`src/rtl/core/spd_pkg.sv`:
```
// Shared types, constants and helper functions of the string pitch period detector.
// The microcode store and the control word layout live here too; the package depends on nothing.
package spd_pkg;

  localparam int unsigned MAX_PERIOD_DEF = 4095;
  localparam int unsigned STEP_W         = 4;

  localparam logic [24:0] HP_LEAK_Q24 = 25'd3355;

  localparam logic [15:0] LP_FREQ_RST  = 16'd3217;
  localparam logic [15:0] LP_DAMP_RST  = 16'd8192;
  localparam logic [12:0] MIN_AMP_RST  = 13'd100;
  localparam logic [15:0] TRIG_FRAC_RST = 16'd52429;
  localparam logic [23:0] ENV_DECAY_RST = 24'd83886;

  typedef enum logic [2:0] {
    CFG_LP_FREQ   = 3'd0,
    CFG_LP_DAMP   = 3'd1,
    CFG_MIN_AMP   = 3'd2,
    CFG_TRIG_FRAC = 3'd3,
    CFG_ENV_DECAY = 3'd4
  } cfg_idx_t;

  typedef enum logic [1:0] {
    SEQ_WAIT,
    SEQ_NEXT,
    SEQ_END
  } seq_op_t;

  typedef enum logic [2:0] {
    MA_BAND,
    MA_HP,
    MA_INNER,
    MA_ENVH,
    MA_ENVL
  } a_sel_t;

  typedef enum logic [2:0] {
    MB_FREQ,
    MB_DAMP,
    MB_LEAK,
    MB_DECAY,
    MB_FRAC
  } b_sel_t;

  typedef enum logic [3:0] {
    WB_NONE,
    WB_HP,
    WB_LOW,
    WB_INNER,
    WB_DC,
    WB_BAND,
    WB_ENVH,
    WB_ENVL,
    WB_TRIGH,
    WB_FINAL
  } wb_op_t;

  typedef struct packed {
    a_sel_t a_sel;
    b_sel_t b_sel;
    wb_op_t wb;
  } dp_ctrl_t;

  typedef struct packed {
    seq_op_t  seq;
    dp_ctrl_t dp;
  } ucode_t;

  // Each step after the first writes back the product issued by the step before it and issues the next one.
  // The last step issues the product of the step before it again, so that it survives while the step is held.
  function automatic ucode_t ucode_rom(input logic [STEP_W-1:0] s);
    ucode_t w;
    case (s)
      4'd1:    w = '{SEQ_NEXT, '{MA_BAND,  MB_FREQ,  WB_HP}};
      4'd2:    w = '{SEQ_NEXT, '{MA_BAND,  MB_DAMP,  WB_LOW}};
      4'd3:    w = '{SEQ_NEXT, '{MA_HP,    MB_LEAK,  WB_INNER}};
      4'd4:    w = '{SEQ_NEXT, '{MA_INNER, MB_FREQ,  WB_DC}};
      4'd5:    w = '{SEQ_NEXT, '{MA_ENVH,  MB_DECAY, WB_BAND}};
      4'd6:    w = '{SEQ_NEXT, '{MA_ENVL,  MB_DECAY, WB_ENVH}};
      4'd7:    w = '{SEQ_NEXT, '{MA_ENVH,  MB_FRAC,  WB_ENVL}};
      4'd8:    w = '{SEQ_NEXT, '{MA_ENVL,  MB_FRAC,  WB_TRIGH}};
      4'd9:    w = '{SEQ_END,  '{MA_ENVL,  MB_FRAC,  WB_FINAL}};
      default: w = '{SEQ_WAIT, '{MA_BAND,  MB_FREQ,  WB_NONE}};
    endcase
    return w;
  endfunction

  function automatic logic signed [60:0] ext32(input logic signed [31:0] v);
    return {{29{v[31]}}, v};
  endfunction

  function automatic logic signed [31:0] sat32(input logic signed [60:0] v);
    logic signed [31:0] r;
    if (v > 61'sd2147483647) begin
      r = 32'sh7fffffff;
    end else if (v < -61'sd2147483648) begin
      r = 32'sh80000000;
    end else begin
      r = v[31:0];
    end
    return r;
  endfunction

  // Peak-to-peak amplitude in whole ADC counts, clamped to the 13-bit range.
  function automatic logic [12:0] amp_calc(input logic signed [31:0] hi,
                                           input logic signed [31:0] lo);
    logic signed [32:0] d;
    logic signed [16:0] q;
    logic [12:0]        r;
    d = {hi[31], hi} - {lo[31], lo};
    q = d[32:16];
    if (q < 17'sd0) begin
      r = 13'd0;
    end else if (q > 17'sd8191) begin
      r = 13'd8191;
    end else begin
      r = q[12:0];
    end
    return r;
  endfunction

endpackage

```
`src/rtl/core/spd_sequencer.sv`:
```
// Step counter and microcode fetch of the string pitch period detector.
// Depends on spd_pkg for the control word layout and the microcode store.
module spd_sequencer
  import spd_pkg::*;
(
  input  logic     clk,
  input  logic     rst,
  input  logic     in_valid,
  output logic     in_ready,
  input  logic     out_free,
  output logic     done,
  output dp_ctrl_t dp_ctrl
);

  logic [STEP_W-1:0] step;
  logic [STEP_W-1:0] step_next;
  ucode_t            cw;

  always_ff @(posedge clk) begin
    if (rst) begin
      step <= '0;
    end else begin
      step <= step_next;
    end
  end

  always_comb begin
    cw        = ucode_rom(step);
    step_next = step;
    done      = 1'b0;
    in_ready  = 1'b0;
    dp_ctrl   = cw.dp;
    case (cw.seq)
      SEQ_WAIT: begin
        in_ready = 1'b1;
        if (in_valid) begin
          step_next = step + STEP_W'(1);
        end
      end
      SEQ_NEXT: begin
        step_next = step + STEP_W'(1);
      end
      SEQ_END: begin
        // The last step holds, with its write-back suppressed, until the output word is free.
        if (out_free) begin
          step_next = '0;
          done      = 1'b1;
        end else begin
          dp_ctrl.wb = WB_NONE;
        end
      end
      default: begin
        step_next = '0;
      end
    endcase
  end

endmodule

```
`config.mk`:
```
export PLATFORM = sky130hd
export DESIGN_NAME = spd_sequencer
export DESIGN_NICKNAME = d
export VERILOG_FILES = /design/src/rtl/core/spd_pkg.sv /design/src/rtl/core/spd_sequencer.sv
export SDC_FILE = /design/constraint.sdc
export NUM_CORES = 1
export LEC_CHECK = 0
export BUFFER_PORTS_ARGS = -buffer_cell sky130_fd_sc_hd__buf_2
export CAP_MARGIN = 10
export CORE_MARGIN = 5
export CORE_UTILIZATION = 45
export CTS_BUF_LIST = sky130_fd_sc_hd__clkbuf_16
export DETAILED_ROUTE_END_ITERATION = 10
export PLACE_DENSITY = 0.67
export SLEW_MARGIN = 5
export SYNTH_ARGS = -nofsm -noshare
export SYNTH_HDL_FRONTEND = slang
export SYNTH_SLANG_ARGS = --single-unit
export TNS_END_PERCENT = 5
```
`constraint.sdc`:
```
create_clock -name clk -period 5.7 [get_ports clk]
set_input_delay 0.285 -clock clk [delete_from_list [all_inputs] [get_ports clk]]
set_output_delay 0.285 -clock clk [all_outputs]
set_load 0.03 [all_outputs]
```
==> Word-level counts from Yosys, hierarchy flattened <==
Memory sizes are Yosys's and may differ from the RTL's. A register that Yosys moved wholly into a read port is not among the register bits.
Cells that the tools add are included.
{ "classes": {"addsub": 1, "eq_ne": 4, "n_mux": 10, "n_reduce_logical": 2} }
{ "ops": {"columns": ["cell", "n"], "rows": [
  ["2-to-1 mux 4 bit", 6],
  ["one-hot mux 4 bit (3 select lines)", 1],
  ["adder 4 x 1 -> 4 bit, second input constant", 1],
  ["!= test 2 bit, second input constant", 2],
  ["2-to-1 mux 1 bit", 3],
  ["equality test 2 x 1 -> 1 bit, second input constant", 1],
  ["equality test 2 bit, second input constant", 1],
  ["zero test 2 bit", 1],
  ["AND reduction 2 bit", 1]
]} }
{ "totals": {"reg_bits": 4, "romBits": 192, "inputBits": 4, "output_inout_bits": 12, "wordCells": 19, "memories": 1} }
{ "mem_list": {"columns": ["memory", "depth", "width", "rd", "rd_clocked_by_memory_dff", "write_ports", "line", "rtl"], "rows": [
  ["(no name shown)", 16, 12, 1, 1, 0, "spd_pkg.sv:74", "case (s)"]
]} }

==> Depth between registers and ports, before layout <==
{ "logic_depth": {"ltp_word": 5, "ltp_mapped": 10, "depth_no_buf": 8} }

==> Worst setup path after synthesis <==
No wires, ideal clock.
{ "synth_path": {"path_kind": "flip-flop to flip-flop", "startpoint": "register cw[11] (netlist name)", "endpoint": "register cw[4] (netlist name)", "setup_ps": 116, "arrival_time_ps": 1814, "required_ps": 5584, "slack_ps": 3771, "path_stages_with_launch": 8, "path_buffers": 0, "period_less_slack_ps": 1929, "path_cell_list": "dfxtp_1 > mux2_4 > o21ai_0 > nor4b_2 > inv_1 > ha_1 > mux2i_1 > nor2_1"} }
{ "synth_via": {"elab_chain_len": 5, "word_cells_on_any_way": 9, "classes_between": "eq/ne (4); mux (3); reduce/logical (2)"} }
{ "synth_rtl": {"columns": ["item", "line", "rtl"], "rows": [
  ["equality test 2 bit or zero test 2 bit (tied branches)", "spd_sequencer.sv:33", "case (cw.seq)"],
  ["!= test 2 bit (no source line)", null, null],
  ["AND reduction 2 bit (no source line)", null, null],
  ["2-to-1 mux 4 bit (no source line) (*) (2 in series)", null, null]
]} }
Mark *: on every way between the ends. The rest lies on a longest branch, timed or not.
A chain may end at the register's enable or synchronous reset.

==> Final worst setup path <==
{ "layout_path": {"startpoint": "register cw[11] (netlist name)", "endpoint": "register cw[4] (netlist name)"} }
{ "layout_via": {"elab_chain_len": 5, "word_cells_on_any_way": 9, "classes_between": "eq/ne (4); mux (3); reduce/logical (2)"} }
{ "layout_rtl": {"columns": ["item", "line"], "rows": [
  ["equality test 2 bit or zero test 2 bit (tied branches)", "spd_sequencer.sv:33"],
  ["!= test 2 bit (no source line)", null],
  ["AND reduction 2 bit (no source line)", null],
  ["2-to-1 mux 4 bit (no source line) (*) (2 in series)", null]
]} }
Marked as above.

==> flow_summary.toml <==
[synth]
synth.top_cells.by_area = "dfxtp_1 (39%), ha_1 (9.2%), buf_4 (6.4%)"
ys_types = 30
netlist_instances = 78
synth_nets = 88
synth-simple-area-share_pct = 24.5
synth_compound_area_share_pct = 10.4
synth_top_family_by_area = "simple AND/OR/NAND/NOR gates"
synth_fa_ha_area_share_pct = 9.19
synth_area_per_cell_um2 = 10.5
synth.cell_area_um2 = 817
ys_seq_elements = 16
synthMuxAreaShare_pct = 7.35
yosysWarnings = 0
ys_seq_area_share_pct = 39.2
synthXorXnorAreaFrac_pct = 1.07
yosys.area.top_type = "dfxtp_1"
synth_top_cell_area_share_pct = 39.2

[pwr]
pwr-share-comb_pct = 23.8
powerDensity_mw_per_mm2 = 380
p_switching_uw = 108
p_total_uw = 359
p_int_uw = 251
leakagePower_nw = 0.432
p_seq_share_pct = 39.0
ir_drop_uv = 242
switching_share_pct = 30.1
p_clk_share_pct = 37.2

[place]
dp_hpwl_um = 1040
dp_slack_ns = 3.56
gp_congestion = 0.751
port-buffer-count = 15

[floorplanning]
dieHeight_um = 52.6
die_area_mm2 = 0.00277
io_pins = 16
fp.coreArea_mm2 = 0.00173
rows = 15
die_x_um = 52.6
initial_core_util_pct = 47.3

[drt]
routed_via_density = 4.86
drt_wl_total_um = 1480
via_count = 554
drc = 0
drt_iter0_markers = 3
drtAntennaViolNets = 0
wl_per_cell_um = 12.9
first_pass_iters = 4

[worst_setup_path]
start_kind = "flop"
crit_type = "flop to flop"
end_kind = "flop"
required_ns = 5.83
crit_fanout = 8
cp.arrival_ns = 2.30

[clock_tree]
insertion_delay_ns = 0.24
cts_setup_buffers = 0
clock_sinks = 16
cts_made_buffers = 3
clk_pin_slew_worst_paths_ns = 0.05
cts_max_level = 1
ctsHoldBuffers = 0
cts.repair.resized = 0
clock_path_buffers = 2
cts_root_buf = "clkbuf_16"
cts_tree = "built"

[timing]
tightest_slew_ns = 0.394
fin_crit_ns = 2.17
tns_ns = 0
timing.hold.ws_ns = 0.353
rsz0062_at_grt = "false"
fmax_mhz = 461
min_period_over_period_pct = 38.0
fin_skew_ns = 0.00118
finalMaxSlewViolations = 0
finalHoldViolCount = 0
relSlewSlack_pct = 73.6
final-setup-viol-count = 0
setup_ws_ns = 3.53

[finish]
syn2layout_area_growth_pct = 15.8
antenna_cells = 0
fin_util_pct = 54.8
drive_gt1_share_pct = 30.3
final_nets = 100

[global_routing]
antenna_found_initial = 0
grt_pass1_vias = 533
overflow = 0
gr-usage-all-layers_pct = 12.0
grt_pass1_wl_um = 2420
grt_max_degree = 11

[min_path]
hp-class = "input pin to flop"

[run]
cap_viol_max_count = 0

[status]
outcome = "complete, no violations"
[layer usage]
metal	track usage, %	routed length [um]	share of wire, %	vias to the layer above
met2	21.7	741	50	14
met5	0	0	0	-
li1	-	-	-	282
met4	3.83	16	1.1	0
met1	13.9	643	44	256
met3	2.56	74	5.0	2
[cells by family after synthesis]
kind of cell    after synthesis
simple gates                 30
compound gates                9
flops                        16
buf+inv                      11
mux                           5
xor+xnor                      1
fa+ha+maj                     6
[per-stage QoR]
step	instances	cell area, um^2
2_1_floorplan	78	817
3_3_place_gp	110	867
3_5_place_dp	110	867
4_1_cts	114	946
5_1_grt	114	946
6_report	114	946
[power by group through the flow]
| stage | logic (mW) | clock network, mW | registers (mW) |
|---|---|---|---|
| 3_5_place_dp | 0.0847 | 0 | 0.141 |
| 4_1_cts | 0.0867 | 0.136 | 0.140 |
| 2_1_floorplan | 0.0799 | 0 | 0.133 |
| 6_report | 0.0855 | 0.134 | 0.140 |
| 5_1_grt | 0.0942 | 0.141 | 0.142 |
| 3_3_place_gp | 0.0842 | 0 | 0.141 |
[final cells by class]
| cell class | instances | area, um^2 |
|---|---|---|
| clock buffers | 3 | 75.1 |
| clock inverters | 1 | 3.75 |
| fillers | 168 | 781 |
| inverters | 3 | 11.3 |
| multi-input cells | 51 | 429 |
| flip-flops and latches | 16 | 320 |
| well taps | 25 | 31.3 |
| repair buffers | 15 | 75.1 |
[registers in the layout (all words and copies together), names as in the netlist]
name and cells:
step 4, cw 12
[critical path: stages (launching register included)]
cell	delay (ns)
dfxtp_1	0.44
mux2_4	0.35
o21ai_0	0.17
nor4b_2	0.38
inv_1	0.19
ha_1	0.33
mux2i_1	0.15
nor2_1	0.05
[Yosys cell counts (all sizes together)]
cell type and n:
nand2 2, o2bb2ai 1, nor4b 2, a31oi 1, a22o 2, a21oi 1, or3 1, ha 6
nor2 8, nor3 2, and2b 3, nand3b 1, o2111ai 1, or2 1, dfxtp 16, clkbuf 1
o21ai 2, nor3b 3, o21a 1, mux2i 3, xnor2 1, buf 7, inv 3, nor2b 5
and2 2, mux2 2
[final timing paths]
check / end / depth (start not counted) / startpoint / slack, ns
min: step[0] / 2 / rst / 0.35
max reg2reg: cw[4] / 7 / cw[11] / 3.53
min reg2reg: step[3] / 2 / step[1] / 0.70
max: cw[4] / 7 / cw[11] / 3.53
[cells in the final DEF (no fill, tap or decap), drive strengths merged]
cell type / count
a22o: 2
nor2: 8
o2111ai: 1
nor3: 2
and2: 2
o21ai: 2
o2bb2ai: 1
o21a: 1
a21oi: 1
mux2i: 3
clkbuf: 3
or3: 1
nand3b: 1
clkinv: 1
a31oi: 1
and2b: 3
or2: 1
mux2: 2
dfxtp: 16
xnor2: 1
nor2b: 5
inv: 3
ha: 6
nor3b: 3
buf: 15
nor4b: 2
nand2: 2
(Power assumes the default switching activity.)
